## src/design/rsds_pkg.sv

```systemverilog
// shared types, constants and the dac drive function of the raster scan stepper
`default_nettype none

package rsds_pkg;

  localparam int COORD_BITS     = 12;
  localparam int DAC_BITS       = 16;
  localparam int DAC_FULL_SCALE = 65535;
  localparam int CFG_IDX_BITS   = 3;
  localparam int CFG_DATA_BITS  = 16;

  localparam logic [DAC_BITS-1:0] DAC_HALF = DAC_BITS'(DAC_FULL_SCALE / 2);

  localparam logic [COORD_BITS-1:0] LAST_COLUMN_RST  = COORD_BITS'(4095);
  localparam logic [COORD_BITS-1:0] LAST_ROW_RST     = COORD_BITS'(4095);
  localparam logic [COORD_BITS-1:0] FIRST_COLUMN_RST = '0;
  localparam logic [COORD_BITS-1:0] FIRST_ROW_RST    = '0;
  localparam logic [DAC_BITS-1:0]   STEP_GAIN_RST    = DAC_BITS'(1);

  typedef logic [COORD_BITS-1:0] coord_t;
  typedef logic [DAC_BITS-1:0]   dac_t;

  typedef enum logic [CFG_IDX_BITS-1:0] {
    REG_LAST_COLUMN     = 3'd0,
    REG_LAST_ROW        = 3'd1,
    REG_FIRST_COLUMN    = 3'd2,
    REG_FIRST_ROW       = 3'd3,
    REG_SERPENTINE_MODE = 3'd4,
    REG_START_LEFTWARD  = 3'd5,
    REG_STEP_GAIN       = 3'd6
  } cfg_reg_t;

  typedef struct packed {
    coord_t last_column;
    coord_t last_row;
    coord_t first_column;
    coord_t first_row;
    logic   serpentine_mode;
    logic   start_leftward;
    dac_t   step_gain;
  } cfg_t;

  // one position step, handed from the step stage to the drive stage
  typedef struct packed {
    coord_t col;
    coord_t row;
    logic   move_x;
    logic   move_y;
    logic   done;
  } step_res_t;

  // half scale plus (coord - (axis_last/2 + 1)) * gain, all modulo 2^16
  function automatic dac_t drive_of(coord_t coord, coord_t axis_last, dac_t gain);
    dac_t centre;
    dac_t offset;
    dac_t prod;
    centre = DAC_BITS'(axis_last >> 1) + DAC_BITS'(1);
    offset = DAC_BITS'(coord) - centre;
    prod   = offset * gain;
    return DAC_HALF + prod;
  endfunction

endpackage

`default_nettype wire

```

## src/design/rsds_cfg.sv

```systemverilog
// configuration register file of the raster scan stepper
`default_nettype none

module rsds_cfg
  import rsds_pkg::*;
(
  input  wire logic                     clk,
  input  wire logic                     rst,
  input  wire logic                     cfg_valid,
  output logic                          cfg_ready,
  input  wire logic [CFG_IDX_BITS-1:0]  cfg_index,
  input  wire logic [CFG_DATA_BITS-1:0] cfg_data,
  output cfg_t                          cfg
);

  assign cfg_ready = 1'b1;

  always_ff @(posedge clk) begin
    if (rst) begin
      cfg.last_column     <= LAST_COLUMN_RST;
      cfg.last_row        <= LAST_ROW_RST;
      cfg.first_column    <= FIRST_COLUMN_RST;
      cfg.first_row       <= FIRST_ROW_RST;
      cfg.serpentine_mode <= 1'b0;
      cfg.start_leftward  <= 1'b0;
      cfg.step_gain       <= STEP_GAIN_RST;
    end else if (cfg_valid) begin
      unique case (cfg_reg_t'(cfg_index))
        REG_LAST_COLUMN:     cfg.last_column     <= cfg_data[COORD_BITS-1:0];
        REG_LAST_ROW:        cfg.last_row        <= cfg_data[COORD_BITS-1:0];
        REG_FIRST_COLUMN:    cfg.first_column    <= cfg_data[COORD_BITS-1:0];
        REG_FIRST_ROW:       cfg.first_row       <= cfg_data[COORD_BITS-1:0];
        REG_SERPENTINE_MODE: cfg.serpentine_mode <= cfg_data[0];
        REG_START_LEFTWARD:  cfg.start_leftward  <= cfg_data[0];
        REG_STEP_GAIN:       cfg.step_gain       <= cfg_data[DAC_BITS-1:0];
        default: ;
      endcase
    end
  end

endmodule

`default_nettype wire

```

## src/design/rsds_step.sv

```systemverilog
// position stage: grid position and scan direction, one step per request
`default_nettype none

module rsds_step
  import rsds_pkg::*;
(
  input  wire logic clk,
  input  wire logic rst,
  input  wire cfg_t cfg,
  input  wire logic in_valid,
  output logic      in_ready,
  input  wire logic restart,
  output logic      res_valid,
  input  wire logic res_ready,
  output step_res_t res
);

  coord_t col;
  coord_t row;
  logic   leftward;

  coord_t col_next;
  coord_t row_next;
  logic   leftward_next;
  logic   move_x;
  logic   move_y;
  logic   done;
  logic   accept;

  assign in_ready = !res_valid || res_ready;
  assign accept   = in_valid && in_ready;

  always_comb begin
    col_next      = col;
    row_next      = row;
    leftward_next = leftward;
    move_x        = 1'b0;
    move_y        = 1'b0;
    done          = 1'b0;
    if (restart) begin
      col_next      = cfg.first_column;
      row_next      = cfg.first_row;
      leftward_next = cfg.start_leftward;
      move_x        = 1'b1;
      move_y        = 1'b1;
    end else if (!cfg.serpentine_mode) begin
      if (col < cfg.last_column) begin
        col_next = col + COORD_BITS'(1);
        move_x   = 1'b1;
      end else if (row < cfg.last_row) begin
        col_next = cfg.first_column;
        row_next = row + COORD_BITS'(1);
        move_x   = 1'b1;
        move_y   = 1'b1;
      end else begin
        done = 1'b1;
      end
    end else if (!leftward) begin
      if (col < cfg.last_column) begin
        col_next = col + COORD_BITS'(1);
        move_x   = 1'b1;
      end else if (row < cfg.last_row) begin
        row_next      = row + COORD_BITS'(1);
        move_y        = 1'b1;
        leftward_next = 1'b1;
      end else begin
        done = 1'b1;
      end
    end else begin
      if (col > cfg.first_column) begin
        col_next = col - COORD_BITS'(1);
        move_x   = 1'b1;
      end else if (row < cfg.last_row) begin
        row_next      = row + COORD_BITS'(1);
        move_y        = 1'b1;
        leftward_next = 1'b0;
      end else begin
        done = 1'b1;
      end
    end
  end

  always_ff @(posedge clk) begin
    if (rst) begin
      col       <= '0;
      row       <= '0;
      leftward  <= 1'b0;
      res_valid <= 1'b0;
    end else if (accept) begin
      col       <= col_next;
      row       <= row_next;
      leftward  <= leftward_next;
      res_valid <= 1'b1;
    end else if (res_ready) begin
      res_valid <= 1'b0;
    end
  end

  always_ff @(posedge clk) begin
    if (accept) begin
      res.col    <= col_next;
      res.row    <= row_next;
      res.move_x <= move_x;
      res.move_y <= move_y;
      res.done   <= done;
    end
  end

  // a finished scan leaves the position where it was
  a_done_holds: assert property (@(posedge clk) disable iff (rst)
    accept && done |=> col == $past(col) && row == $past(row))
    else $error("position moved on a finished scan");

  // after each accepted request the stage result mirrors the live position
  a_res_tracks: assert property (@(posedge clk) disable iff (rst)
    accept |=> res.col == col && res.row == row)
    else $error("step result differs from position state");

endmodule

`default_nettype wire

```

## src/design/rsds_drive.sv

```systemverilog
// drive stage: dac values of the moved axes and the result register
`default_nettype none

module rsds_drive
  import rsds_pkg::*;
(
  input  wire logic      clk,
  input  wire logic      rst,
  input  wire cfg_t      cfg,
  input  wire logic      res_valid,
  output logic           res_ready,
  input  wire step_res_t res,
  output logic           out_valid,
  input  wire logic      out_ready,
  output coord_t         pos_x,
  output coord_t         pos_y,
  output dac_t           drive_x,
  output dac_t           drive_y,
  output logic           scan_done
);

  logic take;

  assign res_ready = !out_valid || out_ready;
  assign take      = res_valid && res_ready;

  always_ff @(posedge clk) begin
    if (rst) begin
      out_valid <= 1'b0;
      drive_x   <= '0;
      drive_y   <= '0;
    end else if (take) begin
      out_valid <= 1'b1;
      if (res.move_x) begin
        drive_x <= drive_of(res.col, cfg.last_column, cfg.step_gain);
      end
      if (res.move_y) begin
        drive_y <= drive_of(res.row, cfg.last_row, cfg.step_gain);
      end
    end else if (out_ready) begin
      out_valid <= 1'b0;
    end
  end

  always_ff @(posedge clk) begin
    if (take) begin
      pos_x     <= res.col;
      pos_y     <= res.row;
      scan_done <= res.done;
    end
  end

  // an axis that did not move keeps its dac value
  a_x_held: assert property (@(posedge clk) disable iff (rst)
    take && !res.move_x |=> drive_x == $past(drive_x))
    else $error("x drive changed without x motion");

  a_y_held: assert property (@(posedge clk) disable iff (rst)
    take && !res.move_y |=> drive_y == $past(drive_y))
    else $error("y drive changed without y motion");

endmodule

`default_nettype wire

```

## src/design/raster_scan_dac_stepper.sv

```systemverilog
// top level of the raster scan stepper with dac drive outputs
`default_nettype none

// Raster / serpentine scan stepper. Each request on the slave stream either
// restarts the scan (restart = 1: load first_column, first_row and
// start_leftward, recompute both dac values) or advances the probe one grid
// point. Raster mode runs every row rightward and returns x to first_column;
// serpentine mode turns at last_column and at first_column, moving to the
// next row. Past the last row scan_done is set and the position holds. Only
// an axis that moved gets a new dac value: half scale plus
// (coord - (last/2 + 1)) * step_gain, modulo 2^16. Every request gives exactly
// one result. The block takes one request per clock while s_tready is high: the
// first stage updates the position registers (compare and increment), the
// second runs one 16x16 multiply-add per axis into the result register. Each
// stage holds its result only while the stage after it is full and not being
// drained, so with m_tready low the block still takes up to two requests before
// s_tready drops; s_tready follows m_tready combinationally once both stages
// are full. Registers are written through the cfg port (always ready); the
// user must write them only while the block is idle, which the block itself
// does not enforce. Indexes 0..6 are last_column, last_row, first_column,
// first_row, serpentine_mode, start_leftward, step_gain.
module raster_scan_dac_stepper
  import rsds_pkg::*;
(
  input  wire logic                     clk,
  input  wire logic                     rst,
  // slave stream: one request per step
  input  wire logic                     s_tvalid,
  output logic                          s_tready,
  input  wire logic [7:0]               s_tdata,   // [0] restart, [7:1] zero
  // master stream: one result per request
  output logic                          m_tvalid,
  input  wire logic                     m_tready,
  output logic [63:0]                   m_tdata,   // [11:0] pos_x, [23:12] pos_y,
                                                   // [39:24] drive_x, [55:40] drive_y,
                                                   // [56] scan_done, [63:57] zero
  // register write channel
  input  wire logic                     cfg_valid,
  output logic                          cfg_ready,
  input  wire logic [CFG_IDX_BITS-1:0]  cfg_index,
  input  wire logic [CFG_DATA_BITS-1:0] cfg_data
);

  cfg_t      cfg;
  logic      res_valid;
  logic      res_ready;
  step_res_t res;
  coord_t    pos_x;
  coord_t    pos_y;
  dac_t      drive_x;
  dac_t      drive_y;
  logic      scan_done;

  // scan limits, modes and gain
  rsds_cfg u_cfg (
    .clk       (clk),
    .rst       (rst),
    .cfg_valid (cfg_valid),
    .cfg_ready (cfg_ready),
    .cfg_index (cfg_index),
    .cfg_data  (cfg_data),
    .cfg       (cfg)
  );

  // position and direction update, registered step result
  rsds_step u_step (
    .clk       (clk),
    .rst       (rst),
    .cfg       (cfg),
    .in_valid  (s_tvalid),
    .in_ready  (s_tready),
    .restart   (s_tdata[0]),
    .res_valid (res_valid),
    .res_ready (res_ready),
    .res       (res)
  );

  // dac values for moved axes, output register
  rsds_drive u_drive (
    .clk       (clk),
    .rst       (rst),
    .cfg       (cfg),
    .res_valid (res_valid),
    .res_ready (res_ready),
    .res       (res),
    .out_valid (m_tvalid),
    .out_ready (m_tready),
    .pos_x     (pos_x),
    .pos_y     (pos_y),
    .drive_x   (drive_x),
    .drive_y   (drive_y),
    .scan_done (scan_done)
  );

  // pack the result fields, lowest field first
  assign m_tdata = {7'd0, scan_done, drive_y, drive_x, pos_y, pos_x};

endmodule

`default_nettype wire

```

## config.mk

```make
export PLATFORM = sky130hd
export DESIGN_NAME = raster_scan_dac_stepper
export DESIGN_NICKNAME = d
export VERILOG_FILES = /design/src/design/rsds_pkg.sv /design/src/design/rsds_cfg.sv /design/src/design/rsds_step.sv /design/src/design/rsds_drive.sv /design/src/design/raster_scan_dac_stepper.sv
export SDC_FILE = /design/constraint.sdc
export NUM_CORES = 1
export LEC_CHECK = 0
export ABC_AREA = 1
export BUFFER_PORTS_ARGS = -buffer_cell sky130_fd_sc_hd__buf_4
export CORE_UTILIZATION = 50
export DETAILED_ROUTE_END_ITERATION = 12
export PLACE_DENSITY_LB_ADDON = 0.12
export SYNTH_ARGS = -nofsm -noshare
export SYNTH_HDL_FRONTEND = slang
export SYNTH_SLANG_ARGS = --single-unit
export TNS_END_PERCENT = 20
```

## constraint.sdc

```tcl
create_clock -name clk -period 10.8 [get_ports clk]
set_input_delay 0 -clock clk [delete_from_list [all_inputs] [get_ports clk]]
set_output_delay 0 -clock clk [all_outputs]
set_load 0.01 [all_outputs]
```

==> impl_metrics.csv <==
group,metric,value,unit
outcome,status,"completed",
cts,root_buffer,"clkbuf_16",
logic_synthesis,synth_ff_type,"dfxtp_1",
placement,place.detailed.hpwl,38700,um
placement,dp_slack,3.15,ns
logic_synthesis,synth_edf_count,52,
global_routing,grt_use_total,0.272,
cts,htreeDepth,4,
critical_path,start_kind,"flop",
floorplan,core,37000,um^2
drt,drt_wl_total,50700,um
logic_synthesis,synth_cell_types,54,
drt,wl_per_cell,16.1,um
logic_synthesis,syn_area,19000,um^2
critical_path,crit_type,"reg2reg",
placement,gp_congestion,0.898,
flow_run,maxCapViolCount,0,
timing,hold_viol_final,0,
final_layout,fillers,3535,
logic_synthesis,yosys_warnings,0,
cts,clock_sinks,177,
timing,max_freq,0.130,GHz
power,power.share.switching,0.487,
floorplan,floorplan.initialDensity,0.513,
critical_path,worstPathMaxFanout,5,
floorplan,die_x,197,um
cts,cts_setup_buffers,0,
global_routing,grt_pass1_vias,16360,
drt,drt.antenna.violating_nets,0,
cts,cts.clk_slew.worst_paths,0.07,ns
timing,setup_viol,0,
placement,io_buffers,83,
power,p_int,0.00211,W
cts,cts_resized,0,
cts,cts_tree,"yes",
timing,rsz0062_at_grt,"no",
global_routing,use_met2,0.475,
drt,vias,16531,
final_layout,syn2layout_area_growth,9.35,%
global_routing,grt_pass1_wl,82100,um
floorplan,num_rows,70,
power,max-vdd-ir-drop,0.146,mV
global_routing,grt_overflow,0,
global_routing,antenna_found_initial,0,
drt,dr.pass1.iters,5,
power,p_seq_frac,0.190,
critical_path,slowest_stage,"fa_1",
cts,clk_latency,0.46,ns
final_layout,drive_gt1_frac,0.0687,
critical_path,path_buf_inv,2,
final_layout,nets,2987,
floorplan,dieArea,38700,um^2
cts,clockBufferDepth,2,
critical_path,endpoint_kind,"flop",
critical_path,cpMostUsedCell,"fa_1",
timing,fin_worst_skew,0.0121,ns
global_routing,use_met1,0.346,
timing,slew_violations,0,
global_routing,met3_usage,0.0329,
power,power_frac_comb,0.662,
critical_path,worstPathArrival,8.03,ns
drt,viasPerCell,5.27,
logic_synthesis,synth-async-reset-ratio,0,
power,power_switching,0.00201,W
timing,tns,0,ns
critical_path,path_delay_family,"adder cells",
global_routing,globalRoute.busiestLayer,"met2",
critical_path,slowest_delay,0.59,ns
floorplan,io_pins,99,
critical_path,required,11.14,ns
hold_path,min_path_type,"in2reg",
power,power_per_cell_area,199,nW/um^2
drt,drc,0,
global_routing,grt_max_degree,66,
power,p_leak,10.4,nW
timing,min_period,7.68,ns
power,p_clk_frac,0.149,
timing,worst_slack,3.12,ns
logic_synthesis,syn_avg_cell_area,7.38,um^2
logic_synthesis,netlist_instances,2568,
cts,cts_hold_buf,24,
logic_synthesis,yosysSeqAreaShare,0.214,
floorplan,die_y,197,um
logic_synthesis,synth_seq_cells,177,
timing,slew_headroom,0.231,
final_layout,diodes,0,
timing,min_period_over_period,0.711,
timing,tightestPinTransition,1.15,ns
cts,cts-buffers-inserted,17,
drt,drt_iter0_drc,876,
## Yosys cell counts, drive strengths merged, types with 2 or more instances
library cell  number  area (um^2)
nand4             18          113
o2111ai            2         17.5
buf               19          121
o22ai              4         25.0
o21ai            141          713
nand3b             7         52.6
conb               2         7.51
o221ai            11         96.3
nor4               2         12.5
dfxtp            125         2500
o21a               7         52.6
clkbuf            69          259
nor3              18         90.1
o21bai            21          161
fa               188         3760
a21oi            140          712
or2                5         31.3
a21boi             4         30.0
inv              518         1950
clkinv             7         26.3
ha               145         1810
xor2              50          460
nand3            137          736
nor2             222          846
xnor2             22          193
a31oi              3         18.8
a211oi             3         22.5
nand2            583         2250
o211ai            36          270
edfxtp            52         1560
## stage by stage
stage	instance area (um^2)	hold WS, ns	total power (W)	util	cells
3_3_place_gp	19900	0.258	0.00347	0.539	3083
5_1_grt	20700	0.0395	0.00457	0.561	3139
6_report	20700	0.0488	0.00412	0.561	3139
4_1_cts	20700	0.0264	0.00414	0.561	3139
3_5_place_dp	19900	0.266	0.00351	0.539	3083
2_1_floorplan	19000	0.126	0.00288	-	2574
## per-layer routing
layer	up-vias	wire, um
met4	0	1410
met2	489	24500
met1	7862	21900
met5	-	0
met3	73	2920
li1	8107	-
## power by group through the flow
stage                     registers (W)  clock network (W)  logic (W)
final                          0.000781           0.000611    0.00272
after global routing           0.000786           0.000651    0.00313
after floorplan                0.000791                  0    0.00209
after global placement         0.000795                  0    0.00267
after detailed placement       0.000796                  0    0.00271
after CTS                      0.000781           0.000624    0.00274
## cells in the final DEF, fill, tap and decap left out, drive strengths merged, types with 52 or more instances in the layout
cell	instances
edfxtp	52
ha	145
inv	523
fa	188
o21ai	141
a21oi	140
nand3	137
nor2	222
buf	93
dfxtp	125
nand2	583
## sequential cells by signal (all words and copies together), names as in the netlist
signal and flops:
u_drive.pos_x 12, u_drive.scan_done 1, u_step.col 12, u_drive.pos_y 12, u_step.leftward 1, u_cfg.cfg 66
u_drive.out_valid 1, u_step.res_valid 1, u_drive.drive_y 16, u_drive.drive_x 16, u_step.row 12, u_step.res 27
## layout make-up
class / count / area, um^2 / share of cell area
Multi-Input combinational cell: 1784 / 12600 / 0.606
Sequential cell: 177 / 4060 / 0.196
Inverter: 525 / 1970 / 0.0952
Timing Repair Buffer: 117 / 938 / 0.0453
Tap cell: 504 / 631 / 0.0304
Clock buffer: 22 / 465 / 0.0225
Clock inverter: 10 / 96.3 / 0.00465
## cell families after synthesis
family	after synthesis	share of synthesized area
compound gates	377	0.114
buf+inv	613	0.124
xor+xnor	72	0.0345
other cells	2	0.000396
fa+ha+maj	333	0.294
flops	177	0.214
simple gates	994	0.218
## worst paths after layout
kind                               start                                to  slack, ns  cells past startpoint
max           u_cfg.cfg[57]$_SDFFE_PP1P_  u_drive.drive_x[15]$_SDFFE_PP0P_       3.12                     29
min                                  rst        u_cfg.cfg[17]$_SDFFE_PP0P_       0.05                      2
max reg2reg   u_cfg.cfg[57]$_SDFFE_PP1P_  u_drive.drive_x[15]$_SDFFE_PP0P_       3.12                     29
min reg2reg  u_step.res[0]$_SDFFCE_PP0P_       u_drive.scan_done$_DFFE_PP_       0.43                      0
Note: power is estimated with default switching activity, not from simulation.
